### src/rtl/xxh_pkg.sv
package xxh_pkg;

  localparam logic [63:0] Prime1 = 64'h9E37_79B1_85EB_CA87;
  localparam logic [63:0] Prime2 = 64'hC2B2_AE3D_27D4_EB4F;
  localparam logic [63:0] Prime3 = 64'h1656_67B1_9E37_79F9;
  localparam logic [63:0] Prime4 = 64'h85EB_CA77_C2B2_AE63;
  localparam logic [63:0] Prime5 = 64'h27D4_EB2F_1656_67C5;

  localparam logic [3:0][63:0] LaneInit = {
    64'h0 - Prime1, 64'h0, Prime2, Prime1 + Prime2
  };

  localparam int unsigned WordBytes = 8;
  localparam int unsigned DefQueueDepth = 2;
  localparam logic [3:0] FullWord = 4'(WordBytes);

  typedef struct packed {
    logic [63:0] data;
    logic [3:0]  nbytes;
    logic        last;
  } item_t;

  typedef enum logic [2:0] {
    S_IDLE,
    S_ISSUE,
    S_WAIT,
    S_FIN,
    S_LEN,
    S_LAST,
    S_AVS,
    S_OUT
  } state_e;

  typedef enum logic [3:0] {
    OP_LANE_A,
    OP_LANE_B,
    OP_MG_A,
    OP_MG_B,
    OP_MG_C,
    OP_FD_A,
    OP_FD_B,
    OP_FD_C,
    OP_W4_A,
    OP_W4_B,
    OP_B1_A,
    OP_B1_B,
    OP_AV_A,
    OP_AV_B
  } op_e;

  function automatic logic [63:0] rotl(input logic [63:0] v, input int unsigned s);
    rotl = (v << s) | (v >> (64 - s));
  endfunction

endpackage

### src/rtl/xxh_front.sv
module xxh_front #(
  parameter int unsigned Depth = 2
) (
  input  logic           clk_i,
  input  logic           rst_ni,
  input  logic           in_valid_i,
  output logic           in_ready_o,
  input  logic [63:0]    data_word_i,
  input  logic [3:0]     byte_count_i,
  input  logic           last_word_i,
  input  logic           pop_i,
  output logic           item_valid_o,
  output xxh_pkg::item_t item_o
);
  import xxh_pkg::*;

  localparam int unsigned PtrW = (Depth > 1) ? $clog2(Depth) : 1;
  localparam int unsigned CntW = $clog2(Depth + 1);

  item_t            mem_q [Depth];
  logic [PtrW-1:0]  wr_ptr_q, rd_ptr_q;
  logic [CntW-1:0]  cnt_q;
  item_t            in_item;
  logic             push, pop;

  always_comb begin
    in_item.data = data_word_i;
    in_item.last = last_word_i;
    if (!last_word_i || byte_count_i > FullWord) begin
      in_item.nbytes = FullWord;
    end else begin
      in_item.nbytes = byte_count_i;
    end
  end

  assign in_ready_o   = (cnt_q != CntW'(Depth));
  assign item_valid_o = (cnt_q != '0);
  assign item_o       = mem_q[rd_ptr_q];
  assign push         = in_valid_i && in_ready_o;
  assign pop          = pop_i && item_valid_o;

  always_ff @(posedge clk_i) begin
    if (push) begin
      mem_q[wr_ptr_q] <= in_item;
    end
  end

  always_ff @(posedge clk_i or negedge rst_ni) begin
    if (!rst_ni) begin
      wr_ptr_q <= '0;
      rd_ptr_q <= '0;
      cnt_q    <= '0;
    end else begin
      if (push) begin
        wr_ptr_q <= (wr_ptr_q == PtrW'(Depth - 1)) ? '0 : wr_ptr_q + 1'b1;
      end
      if (pop) begin
        rd_ptr_q <= (rd_ptr_q == PtrW'(Depth - 1)) ? '0 : rd_ptr_q + 1'b1;
      end
      cnt_q <= cnt_q + CntW'(push) - CntW'(pop);
    end
  end

  a_no_overflow: assert property (@(posedge clk_i) disable iff (!rst_ni)
    cnt_q <= CntW'(Depth)) else $error("queue count overflow");
  a_push_count: assert property (@(posedge clk_i) disable iff (!rst_ni)
    (push && !pop) |=> cnt_q == $past(cnt_q) + 1'b1) else $error("push lost");
  a_pop_count: assert property (@(posedge clk_i) disable iff (!rst_ni)
    (pop && !push) |=> cnt_q == $past(cnt_q) - 1'b1) else $error("pop lost");

endmodule

### config.mk
export PLATFORM = sky130hd
export DESIGN_NAME = xxh_front
export DESIGN_NICKNAME = d
export VERILOG_FILES = /design/src/rtl/xxh_pkg.sv /design/src/rtl/xxh_front.sv
export SDC_FILE = /design/constraint.sdc
export NUM_CORES = 1
export LEC_CHECK = 0
export BUFFER_PORTS_ARGS = -buffer_cell sky130_fd_sc_hd__clkbuf_2
export CAP_MARGIN = 0
export CORE_MARGIN = 2
export CORE_UTILIZATION = 52
export DETAILED_ROUTE_END_ITERATION = 8
export PLACE_DENSITY = 0.89
export SLEW_MARGIN = 10
export SYNTH_ARGS = -nofsm -noshare
export SYNTH_HDL_FRONTEND = slang
export SYNTH_SLANG_ARGS = --single-unit
### constraint.sdc
create_clock -name clk_i -period 4.8 [get_ports clk_i]
set_clock_uncertainty 0.05 [all_clocks]
set_input_delay 0.24 -clock clk_i [delete_from_list [all_inputs] [get_ports clk_i]]
set_output_delay 0.24 -clock clk_i [all_outputs]
set_load 0.02 [all_outputs]
* Word-level counts from Yosys, hierarchy flattened
Memories as Yosys holds them, arrays and structs flattened. Index checks and enable logic that the tools add are counted. W data, S select, Z words.
Word-level totals: memories kept 1, RAM bits 138, input bits 73, word-level logic and storage cells 20, output and inout port bits 71, register bits 4
Memory list:
- mem_q | words 2, width 69, read ports 1, clocked after memory_dff 0, write ports 1, RTL line xxh_front.sv:20 | item_t mem_q [Depth];
Operators by class: order comparisons 1, equal/unequal tests 1, $add $sub $neg 4, mux-type cells 5, reductions and logical operators 5
Operator list (number):
- $gt A4 B4 Y1 const B | 1
- $mux W1 | 4
- $mux W4 | 1
- $add A1 B1 Y1 const B | 2
- $add A2 B1 Y2 | 1
- $logic_and A1 B1 Y1 | 2
- $ne A2 B2 Y1 const B | 1
- $reduce_bool A2 Y1 | 1
- $sub A2 B1 Y2 | 1
- $logic_not A1 Y1 | 1
- $logic_or A1 B1 Y1 | 1

* Longest topological paths before layout
Gate-level depths: netlist of the first run.
depth after elaboration 4, mapped depth 5, mapped depth without buffers 5

* Worst setup path after synthesis of the first run
OpenSTA, ideal clock, no wires.
path kind register -> register, start reg cnt_q[0], end mem mem_q[0][0] in the netlist's numbering, enable pin, cell stages (with the launch flop) 4, period minus slack after synthesis 4234 ps, required time 4254 ps, path slack 566 ps, arrival 3687 ps, setup time 496 ps, cells stage by stage dfrtp_1 -> nand2b_1 -> nand2_1 -> nor2_1
On the way: cells in the longest elaborated chain, start to end 4
Ends and longest elaborated chain:
- start, declared | RTL line xxh_front.sv:22 | logic [CntW-1:0] cnt_q;
- start signal, assigned | RTL line xxh_front.sv:60 | cnt_q <= cnt_q + CntW'(push) - CntW'(pop);
- $ne A2 B2 Y1 | RTL line xxh_front.sv:36 | assign in_ready_o = (cnt_q != CntW'(Depth));
- via in_ready_o | RTL line xxh_front.sv:7 | output logic in_ready_o,
- $logic_and A1 B1 Y1 | RTL line xxh_front.sv:39 | assign push = in_valid_i && in_ready_o;
- $mux W1 | RTL line xxh_front.sv:43 | if (push) begin
- $mux W1 (not written as such) | RTL line xxh_front.sv:44 | mem_q[wr_ptr_q] <= in_item;
- end, declared | RTL line xxh_front.sv:20
The timed path passes the listed nets, and every way through them passes these cells.

==> Flow_metrics.wiki, run 1 <==
{| class="wikitable"
! Metric !! Value
|-
| Result of the run || finished clean
|-
| Post-cts repair resize count || 0
|-
| Unrepaired setup endpoints after global routing || no
|-
| Startpoint types || flip-flop
|-
| Crit end category || output pin
|-
| Clock share of power || 0.290
|-
| Setup-failing EPs final || 0
|-
| Met1 usage || 0.206
|-
| Arithmetic-cell share of the synthesized area counting full adders, half adders and majority gates || 0.00238
|-
| Fin worst setup slack || 1950 ps
|-
| Number of distinct library cells after synthesis || 20
|-
| Met3 usage || 0.0702
|-
| Transition time at the pin with the least slew margin || 951 ps
|-
| Min Clock Period, post-route || 2850 ps
|-
| Number of buffers inserted during clock tree synthesis || 17
|-
| Number of antenna violations at the first check in global routing || 0
|-
| Number of global-route vias before repair || 3394
|-
| Number of rows created at floorplan || 36
|-
| Part of the power in combinational logic || 0.300
|-
| Max transition margin || 0.366
|-
| Post-CTS setup buffer count || 0
|-
| Share of synthesized area spent on multiplexers || 0.148
|-
| Maximum fanout along the worst path || 36
|-
| Sequential cell fraction of total power || 0.410
|-
| DRC violations left || 0
|-
| Post-detailed-route count of antenna-violating nets || 0
|-
| Die footprint || 0.0109 mm^2
|-
| Ports || 144
|-
| Pleak || 2.85 nW
|-
| Net switching power || 0.00140 W
|-
| Total global routing overflow || 0
|-
| Post-synthesis sequential element count || 142
|-
| Switching share of power || 0.312
|-
| Design Power || 0.00448 W
|-
| Sequential area share after synthesis || 0.808
|-
| HPWL Detailed || 5.76 mm
|-
| Share of flip-flops with an asynchronous set or reset after synthesis || 0.0282
|-
| # hold bufs at CTS || 72
|-
| Worst vdd rail ir drop || 0.525 mV
|-
| Total of fill cells in the finished design || 564
|-
| Peak Freq || 351 MHz
|-
| Max-Cap Viols || 0
|-
| Min-delay worst type || in -> reg
|-
| Setup total negative slack || 0 ps
|-
| P per Cell Area || 606 mW/mm^2
|-
| Count of input and output buffers || 143
|-
| Overall global routing resource usage || 0.204
|-
| Starting DRT DRC Count || 107
|-
| Mean routed wirelength per cell || 17.2 um
|-
| Placed instance count || 512
|-
| Critical Setup Path Class || reg -> out
|-
| Wire length of the first global-routing pass || 16.5 mm
|-
| Max Buffers Root-to-Sink || 2
|-
| Internal power || 0.00308 W
|-
| Most area-consuming cells after synthesis || edfxtp_1, mux2_2, dfrtp_1
|-
| Share of the cycle needed by the critical path after routing || 0.594
|-
| Standard cell core area || 0.00977 mm^2
|-
| Data arrival, critical path || 2560 ps
|-
| Fraction of layout cells with a size suffix above 1 || 0.507
|-
| EDFF count, synth || 138
|-
| Maximum number of pins on one net before global-route repair || 70
|-
| Via density || 4.92
|-
| Post-Syn Nets || 316
|-
| Cell with the most instances after synthesis || edfxtp_1
|-
| Met2 GRT Util || 0.383
|-
| Number of cells in the finished layout apart from fillers || 616
|-
| Clock tree root driver cell || clkbuf_8
|-
| Post-Route WL || 10.6 mm
|-
| Cell count after synthesis || 242
|-
| Final antenna diode count || 0
|-
| Clock edge transition at the registers on the reported setup and hold paths || 60 ps
|-
| Final number of hold-violating endpoints || 0
|-
| Required time of the critical path || 4510 ps
|-
| Fraction of the mapped netlist area in compound gates || 0.00596
|-
| Post-synth top flop || edfxtp_1
|-
| Final Max Slew Viols || 0
|-
| Cell Area, Synth || 0.00525 mm^2
|-
| Top-area cell type share of the netlist area || 0.789
|-
| Pre-CTS setup slack || 2260 ps
|-
| H-tree Lvls || 4
|-
| Die X-Extent || 105 um
|-
| Yosys top cell by area || edfxtp_1
|-
| Placer's final routability congestion estimate || 0.718
|-
| Dominant combinational cell family by area after synthesis || multiplexers
|-
| Total via count in the routed design || 3029
|-
| Clk sink count || 142
|-
| Chip height || 105 um
|-
| Number of warnings printed during yosys synthesis || 0
|-
| Top post-synthesis cells by count || edfxtp_1, mux2_2, buf_6
|-
| Fraction of synthesized cell area in xor and xnor cells || 0.00500
|-
| Clock insertion delay at the later pin of the skew report || 510 ps
|-
| Average cell area after synthesis || 21.7 um^2
|-
| Busiest layer in global routing || met2
|-
| Clock tree from TritonCTS || built
|-
| DR pass1 iterations || 4
|-
| Effective utilization at floorplan || 0.537
|-
| Share of synthesized cell area in and, or, nand and nor gates || 0.0141
|-
| Final nets || 544
|-
| Area growth from synthesis to layout || 40.7%
|}
kinds of logic after synthesis:
family / after synthesis
compound gates: 4
xor+xnor: 3
fa+ha+maj: 1
buf+inv: 9
flops: 142
mux: 69
simple gates: 14
registers in the layout, summed over array words and instances (netlist names):
name	cells
wr_ptr_q	1
cnt_q	2
rd_ptr_q	1
mem_q	138
power by group through the flow:
stage,clock network [W],registers [W],logic [W]
after floorplan,0,0.00179,0.000999
after global placement,0,0.00184,0.00128
after detailed placement,0,0.00186,0.00129
after CTS,0.00131,0.00184,0.00134
after global routing,0.00137,0.00187,0.00143
final,0.00130,0.00184,0.00134
routing by layer:
| metal | up-vias | wire length (um) |
|---|---|---|
| met2 | 113 | 5830 |
| li1 | 1419 | - |
| met5 | - | 0 |
| met1 | 1475 | 3990 |
| met4 | 0 | 194 |
| met3 | 22 | 602 |
final cells by class:
class | instances | area, um^2 | share of cell area
clock inverters | 14 | 174 | 0.0235
repair buffers | 217 | 1450 | 0.196
flip-flops and latches | 142 | 4250 | 0.574
well taps | 133 | 166 | 0.0225
multi-input cells | 91 | 933 | 0.126
inverters | 1 | 3.75 | 0.000508
clock buffers | 18 | 418 | 0.0565
final timing paths:
path / startpoint / endpoint / slack [ps] / cells after the start
hold reg to reg: wr_ptr_q / wr_ptr_q / 520 / 1
setup / recovery: rd_ptr_q / item_o[27] / 1950 / 3
max in group asynchronous: rst_ni / rd_ptr_q / 3910 / 3
min in group asynchronous: rst_ni / wr_ptr_q / 600 / 3
hold / removal: in_valid_i / wr_ptr_q / 80 / 3
setup reg to reg: cnt_q[0] / mem_q[0][39] / 2260 / 4
per-stage QoR:
step,hold slack [ps],util,cell area (um^2)
floorplan,-106,-,5250
global placement,0.00688,0.622,6080
detailed placement,3.63,0.622,6080
CTS,41.7,0.756,7390
global route,89.2,0.756,7390
finish,77.0,0.756,7390
placed cells by master, fill, tap and decap left out, drive strengths merged:
cell type,Yosys,routed
ha,1,1
and3,1,1
o21ai,1,1
clkbuf,0,161
dfrtp,4,4
nand2,2,2
a32oi,1,1
a21bo,1,1
edfxtp,138,138
xnor2,3,3
or2,1,1
nand3,1,1
dlygate4sd3,0,72
nor2b,2,2
and2,3,3
clkinvlp,0,2
mux2,69,69
clkinv,0,8
bufinv,0,4
a211oi,1,1
nand2b,1,1
inv,1,1
nor2,3,3
buf,8,2
worst max-delay path: stages (launching register included):
cell and delay [ps]:
dfrtp_2 920, buf_4 550, mux2_2 400, clkbuf_2 170
Note: power is estimated with default switching activity, not from simulation.
==> inputs of run 2 (changes only) <==
--- a/config.mk
+++ b/config.mk
@@ -8,9 +8,9 @@
 export BUFFER_PORTS_ARGS = -buffer_cell sky130_fd_sc_hd__clkbuf_2
 export CAP_MARGIN = 0
 export CORE_MARGIN = 2
-export CORE_UTILIZATION = 52
+export CORE_UTILIZATION = 47
 export DETAILED_ROUTE_END_ITERATION = 8
-export PLACE_DENSITY = 0.89
+export PLACE_DENSITY = 0.86
 export SLEW_MARGIN = 10
 export SYNTH_ARGS = -nofsm -noshare
 export SYNTH_HDL_FRONTEND = slang
==> constraint.sdc (replaced) <==
create_clock -name clk_i -period 2.49 [get_ports clk_i]
set_clock_uncertainty 0.05 [all_clocks]
set_input_delay 0.1245 -clock clk_i [delete_from_list [all_inputs] [get_ports clk_i]]
set_output_delay 0.1245 -clock clk_i [all_outputs]
set_load 0.02 [all_outputs]
==> run 2 against run 1 <==
- clock power increased by 100%
- worst setup slack got worse by 1700 ps
- sequential cell count unchanged
- clock-buffer cell count increased by 3
- worst hold slack improved by 220 ps
- wire length decreased by 2.9%
- critical path depth unchanged
- sequential share of layout area decreased by 0.72 points
- sequential power increased by 92%
- utilization decreased by 6.8 points
- largest cell class unchanged
==> Flow_metrics.wiki, run 2 (synthesis results as in run 1) <==
{| class="wikitable"
! Metric !! Value
|-
| Min-delay worst type || in -> reg
|-
| Standard cell core area || 0.0109 mm^2 (+11%)
|-
| Total global routing overflow || 0 (unchanged)
|-
| Max transition margin || 0.655 (+0.289)
|-
| Critical Setup Path Class || reg -> out
|-
| Mean routed wirelength per cell || 16.5 um (-4.5%)
|-
| Data arrival, critical path || 2060 ps (-500 ps)
|-
| Placer's final routability congestion estimate || 0.692 (-3.6%)
|-
| DR pass1 iterations || 4 (unchanged)
|-
| Min Clock Period, post-route || 2240 ps
|-
| Total via count in the routed design || 2999 (-0.99%)
|-
| Number of flip-flops in the largest register || 138 (unchanged)
|-
| Wire length of the first global-routing pass || 15.5 mm (-6.6%)
|-
| Clk sink count || 142 (unchanged)
|-
| Final nets || 547 (+0.55%)
|-
| Pre-CTS setup slack || 737 ps (-1520 ps)
|-
| Via density || 4.79 (-2.6%)
|-
| Setup total negative slack || 0 ps (unchanged)
|-
| Number of global-route vias before repair || 3286 (-3.2%)
|-
| Post-CTS setup buffer count || 0 (unchanged)
|-
| Crit end category || output pin
|-
| Area growth from synthesis to layout || 42.6%
|-
| Total of fill cells in the finished design || 704 (+25%)
|-
| Overall global routing resource usage || 0.178 (-0.0263)
|-
| Internal reg-to-reg setup slack || 720 ps (-1540 ps)
|-
| Number of antenna violations at the first check in global routing || 0 (unchanged)
|-
| Clock tree root driver cell || clkbuf_8
|-
| HPWL Detailed || 6.05 mm (+5.2%)
|-
| Worst r2r path cells || 3 (-1)
|-
| Result of the run || finished clean
|-
| Largest register by flop count || mem_q
|-
| # hold bufs at CTS || 73 (+1.4%)
|-
| Die footprint || 0.0120 mm^2 (+10%)
|-
| Clock tree from TritonCTS || built
|-
| Chip height || 110 um (+5.0%)
|-
| Unrepaired setup endpoints after global routing || no
|-
| Post-cts repair resize count || 0 (unchanged)
|-
| Transition time at the pin with the least slew margin || 517 ps (-434 ps)
|-
| Max-Cap Viols || 0 (unchanged)
|-
| Maximum fanout along the worst path || 36 (unchanged)
|-
| Share of the cycle needed by the critical path after routing || 0.898
|-
| Count of input and output buffers || 143 (unchanged)
|-
| Final Max Slew Viols || 0 (unchanged)
|-
| Most common cell after layout, fill and taps aside || clkbuf_2
|-
| Final antenna diode count || 0 (unchanged)
|-
| Clock edge transition at the registers on the reported setup and hold paths || 60 ps (about the same)
|-
| Number of cells traversed by the worst hold path || 2 (-1)
|-
| Number of rows created at floorplan || 38 (+5.6%)
|-
| Worst vdd rail ir drop || 0.646 mV (+23%)
|-
| Number of buffers inserted during clock tree synthesis || 17 (unchanged)
|-
| DRC violations left || 0 (unchanged)
|-
| Die X-Extent || 110 um (+5.0%)
|-
| P per Cell Area || 1180 mW/mm^2 (+94%)
|-
| Final number of hold-violating endpoints || 0 (unchanged)
|-
| Fraction of layout cells with a size suffix above 1 || 0.512 (+0.00510)
|-
| Clock insertion delay at the later pin of the skew report || 500 ps (about the same)
|-
| Max Buffers Root-to-Sink || 2 (unchanged)
|-
| H-tree Lvls || 4 (unchanged)
|-
| Fin worst setup slack || 254 ps (-1690 ps)
|-
| Startpoint types || flip-flop
|-
| Peak Freq || 447 MHz
|-
| Required time of the critical path || 2320 ps (-2190 ps)
|-
| Starting DRT DRC Count || 104 (-2.8%)
|-
| Post-Route WL || 10.3 mm (-2.9%)
|-
| Biggest regs || mem_q x138, cnt_q x2
|-
| Pleak || 2.89 nW (+1.1%)
|-
| Maximum number of pins on one net before global-route repair || 48 (-31%)
|-
| Top library cells by usage in the layout, fill and taps aside || clkbuf_2, edfxtp_1, dlygate4sd3_1
|-
| Setup-failing EPs final || 0 (unchanged)
|-
| Effective utilization at floorplan || 0.482 (-0.0550)
|-
| Post-detailed-route count of antenna-violating nets || 0 (unchanged)
|-
| Ports || 144 (unchanged)
|}
## run 2: cell types whose count changed in the layout (fill, tap and decap cells not counted), sizes merged
cell	delta
clkinv	-6
clkbuf	+3
buf	+2
clkinvlp	+2
bufinv	+1
dlygate4sd3	+1
## run 2: worst max-delay path: stages, from the launching register on
cell and delay (ps):
dfrtp_4 730, buf_12 290, mux2_2 380, clkbuf_2 160
## run 2: cell type report
| cell class | count | area [um^2] | area share |
|---|---|---|---|
| clock inverters | 11 | 190 | 0.0254 |
| multi-input cells | 91 | 933 | 0.125 |
| inverters | 1 | 3.75 | 0.000501 |
| well taps | 140 | 175 | 0.0234 |
| repair buffers | 220 | 1500 | 0.200 |
| clock buffers | 21 | 439 | 0.0586 |
| flip-flops and latches | 142 | 4250 | 0.567 |
## run 2: stage by stage
stage | area [um^2] | power (W) | util | instances | hold slack, ps
4_1_cts | 7490 | 0.00890 | 0.688 | 626 | 267
5_1_grt | 7490 | 0.00920 | 0.688 | 626 | 276
2_1_floorplan | 5260 | 0.00535 | - | 242 | -221
3_5_place_dp | 6130 | 0.00614 | 0.563 | 521 | -110
6_report | 7490 | 0.00881 | 0.688 | 626 | 299
3_3_place_gp | 6130 | 0.00607 | 0.563 | 521 | -115
## run 2: path summary, 6_finish.rpt
kind / start / endpoint
max: rd_ptr_q / item_o[21]
min: data_word_i[48] / mem_q[1][53]
max reg2reg: cnt_q[0] / mem_q[1][20]
min reg2reg: wr_ptr_q / wr_ptr_q
max in group asynchronous: rst_ni / rd_ptr_q
min in group asynchronous: rst_ni / cnt_q[0]
## run 2: where the power goes
| part | switching (W) | internal, W | leakage [nW] | total, W |
|---|---|---|---|---|
| clock network | 0.000894 | 0.00175 | 0.294 | 0.00264 |
| logic | 0.00153 | 0.00110 | 1.26 | 0.00264 |
| registers | 0.000255 | 0.00327 | 1.33 | 0.00353 |
| total | 0.00268 | 0.00612 | 2.89 | 0.00881 |
## run 2: metal layers
| metal | wire length (um) | GRT usage | up-vias |
|---|---|---|---|
| li1 | - | - | 1428 |
| met1 | 3880 | 0.181 | 1444 |
| met2 | 5670 | 0.329 | 103 |
| met3 | 502 | 0.0510 | 24 |
| met4 | 262 | 0.0877 | 0 |
| met5 | 0 | 0 | - |
==> inputs of run 3 (changes only) <==
--- a/config.mk
+++ b/config.mk
@@ -10,6 +10,7 @@
 export CORE_MARGIN = 2
 export CORE_UTILIZATION = 47
 export DETAILED_ROUTE_END_ITERATION = 8
+export GPL_TIMING_DRIVEN = 0
 export PLACE_DENSITY = 0.86
 export SLEW_MARGIN = 10
 export SYNTH_ARGS = -nofsm -noshare
==> run 3 against run 2 <==
- utilization rose by 0.22 points
- non-clock buffer count up 7
- critical path depth increased by 1
- register-to-register slack lost 120 ps
- maximum frequency is 14% higher
- wire length rose by 0.48%
- via count increased by 0.47%
- final cell count rose by 0.96%
- design area grew 0.32%
- power is 1.1% lower
- clock power shrank 8.7%
- worst setup slack better by 270 ps
==> Flow_metrics.wiki, run 3 (synthesis results as in run 1) <==
{| class="wikitable"
! Metric !! Value
|-
| Area occupied by registers || 0.00424 mm^2 (about the same)
|-
| Share of the cycle needed by the critical path after routing || 0.791 (-0.107)
|-
| Setup-failing EPs final || 0 (unchanged)
|-
| Effective utilization at floorplan || 0.482 (unchanged)
|-
| Part of the power in combinational logic || 0.332 (+0.033)
|-
| Placer's final routability congestion estimate || 0.680 (-1.7%)
|-
| Crit path capture || item_o[3]
|-
| Critical Setup Path Class || reg -> out
|-
| Most common cell after layout, fill and taps aside || clkbuf_2
|-
| Destination of the worst register-to-register timing path || mem_q[0][18]
|-
| Master of the slowest instance on the critical path || mux2_2
|-
| Pre-CTS setup slack || 610 ps (-128 ps)
|-
| Fraction of layout cells with a size suffix above 1 || 0.514 (+0.00188)
|-
| Wire length of the first global-routing pass || 15.7 mm (+1.7%)
|-
| Max Buffers Root-to-Sink || 2 (unchanged)
|-
| Pleak || 2.90 nW (+0.53%)
|-
| Crit end category || output pin
|-
| Unrepaired setup endpoints after global routing || no
|-
| Final nets || 554 (+1.3%)
|-
| Worst path max stage delay || 360 ps (-370 ps)
|-
| Number of buffers inserted during clock tree synthesis || 17 (unchanged)
|-
| Met3 usage || 0.0593 (+0.00830)
|-
| Clock share of power || 0.277 (-0.023)
|-
| Min-delay worst type || in -> reg
|-
| H-tree Lvls || 4 (unchanged)
|-
| Critical Path Start || rd_ptr_q
|-
| Data arrival, critical path || 1800 ps (-260 ps)
|-
| Internal power || 0.00599 W (-2.3%)
|-
| P per Cell Area || 1160 mW/mm^2 (-1.4%)
|-
| Total global routing overflow || 0 (unchanged)
|-
| Clock insertion delay at the later pin of the skew report || 510 ps (about the same)
|-
| Peak Freq || 508 MHz (+14%)
|-
| Area used by multi-input combinational logic || 933 um^2 (unchanged)
|-
| Max-Cap Viols || 0 (unchanged)
|-
| Total via count in the routed design || 3013 (+0.47%)
|-
| Final Max Slew Viols || 0 (unchanged)
|-
| Final number of hold-violating endpoints || 0 (unchanged)
|-
| Maximum number of pins on one net before global-route repair || 42 (-13%)
|-
| Via density || 4.77 (-0.49%)
|-
| Met1 usage || 0.194 (+0.0127)
|-
| Die footprint || 0.0120 mm^2 (unchanged)
|-
| Final antenna diode count || 0 (unchanged)
|-
| Cells traversed along the worst timing path || buf_2 -> buf_6 -> mux2_2 -> clkbuf_2
|-
| Biggest regs || mem_q x138, cnt_q x2
|-
| Post-cts repair resize count || 0 (unchanged)
|-
| Number of antenna violations at the first check in global routing || 0 (unchanged)
|-
| Busiest layer in global routing || met2
|-
| Die X-Extent || 110 um (unchanged)
|-
| Starting DRT DRC Count || 110 (+5.8%)
|-
| Worst vdd rail ir drop || 0.643 mV (-0.41%)
|-
| Max transition margin || 0.616 (-0.0389)
|-
| Clk sink count || 142 (unchanged)
|-
| Overall global routing resource usage || 0.180 (+0.00251)
|-
| Top library cells by usage in the layout, fill and taps aside || clkbuf_2, edfxtp_1, dlygate4sd3_1
|-
| Transition time at the pin with the least slew margin || 574 ps (+57.0 ps)
|-
| Post-Route Utilization || 0.690 (+0.00218)
|-
| Largest register by flop count || mem_q
|-
| Result of the run || finished clean
|-
| Startpoint types || flip-flop
|-
| Worst r2r path cells || 4 (+1)
|-
| Total of fill cells in the finished design || 708 (+0.57%)
|-
| Switching share of power || 0.313 (+0.00834)
|-
| Clock edge transition at the registers on the reported setup and hold paths || 60 ps (about the same)
|-
| Number of global-route vias before repair || 3281 (-0.15%)
|-
| Maximum fanout along the worst path || 10 (-72%)
|-
| Min Clock Period, post-route || 1970 ps (-266 ps)
|-
| Required time of the critical path || 2320 ps (about the same)
|-
| Count of input and output buffers || 143 (unchanged)
|-
| Post-detailed-route count of antenna-violating nets || 0 (unchanged)
|-
| Area growth from synthesis to layout || 43.1%
|-
| Standard cell core area || 0.0109 mm^2 (unchanged)
|-
| Ports || 144 (unchanged)
|-
| Startpoint of the lowest-slack register-to-register path || cnt_q[0]
|-
| Internal reg-to-reg setup slack || 600 ps (-120 ps)
|-
| DRC violations left || 0 (unchanged)
|-
| Mean routed wirelength per cell || 16.4 um (-0.47%)
|-
| Number of flip-flops in the largest register || 138 (unchanged)
|-
| Clock tree from TritonCTS || built
|-
| HPWL Detailed || 6.19 mm (+2.4%)
|-
| Chip height || 110 um (unchanged)
|-
| Fin worst setup slack || 520 ps (+266 ps)
|-
| Number of rows created at floorplan || 38 (unchanged)
|-
| Clock tree root driver cell || clkbuf_8
|-
| DR pass1 iterations || 6 (+2)
|-
| Sequential cell fraction of total power || 0.391 (-0.010)
|-
| Met2 GRT Util || 0.322 (-0.00705)
|-
| Net switching power || 0.00273 W (+1.6%)
|-
| Post-Route WL || 10.4 mm (+0.48%)
|}
[run 3: worst min-delay path by stage]
stage / depth (start not counted) / from / end / slack (ps)
after floorplan: 0 / rst_ni / cnt_q[0] / -220
final: 2 / data_word_i[32] / mem_q[1][37] / 290
after global placement: 1 / rst_ni / cnt_q[0] / -110
after detailed placement: 1 / rst_ni / cnt_q[0] / -110
after CTS: 2 / data_word_i[0] / mem_q[1][5] / 260
after global routing: 2 / data_word_i[32] / mem_q[1][37] / 270
[run 3: per-layer routing]
layer	vias to the layer above	share of wire
li1	1433	-
met1	1467	0.39
met2	100	0.54
met3	13	0.055
met4	0	0.015
met5	-	0
[run 3: per-stage QoR]
stage | std cells | cell area [um^2] | total power [W] | hold WS [ps] | setup TNS [ps]
2_1_floorplan | 242 | 5260 | 0.00535 | -221 | 0
3_3_place_gp | 525 | 6150 | 0.00615 | -111 | -15430
3_5_place_dp | 528 | 6220 | 0.00628 | -111 | 0
4_1_cts | 632 | 7510 | 0.00879 | 261 | 0
5_1_grt | 632 | 7510 | 0.00913 | 267 | 0
6_report | 632 | 7510 | 0.00871 | 294 | 0
[run 3: power by group through the flow]
stage | registers [W] | logic (W) | clock network (W)
5_1_grt | 0.00346 | 0.00311 | 0.00257
6_report | 0.00341 | 0.00289 | 0.00241
4_1_cts | 0.00341 | 0.00293 | 0.00245
3_5_place_dp | 0.00346 | 0.00283 | 0
2_1_floorplan | 0.00342 | 0.00193 | 0
3_3_place_gp | 0.00344 | 0.00271 | 0
[run 3: critical path, delay by kind of cell, from the launching register on]
kind                   cells  cell delay [ps]
flip-flops                 1              310
multiplexers               1              360
buffers and inverters      3              620
[run 3: layout make-up]
class,instances,area share
plain buffers,8,0.0112
inverters,1,0.000500
clock inverters,12,0.0195
clock buffers,19,0.0561
flip-flops and latches,142,0.565
well taps,140,0.0233
multi-input cells,91,0.124
repair buffers,219,0.200
[run 3: timing repair]
item	CTS	global route
hold buffers	73	0
endpoints found under the hold margin	145	0
buffers inserted	0	0
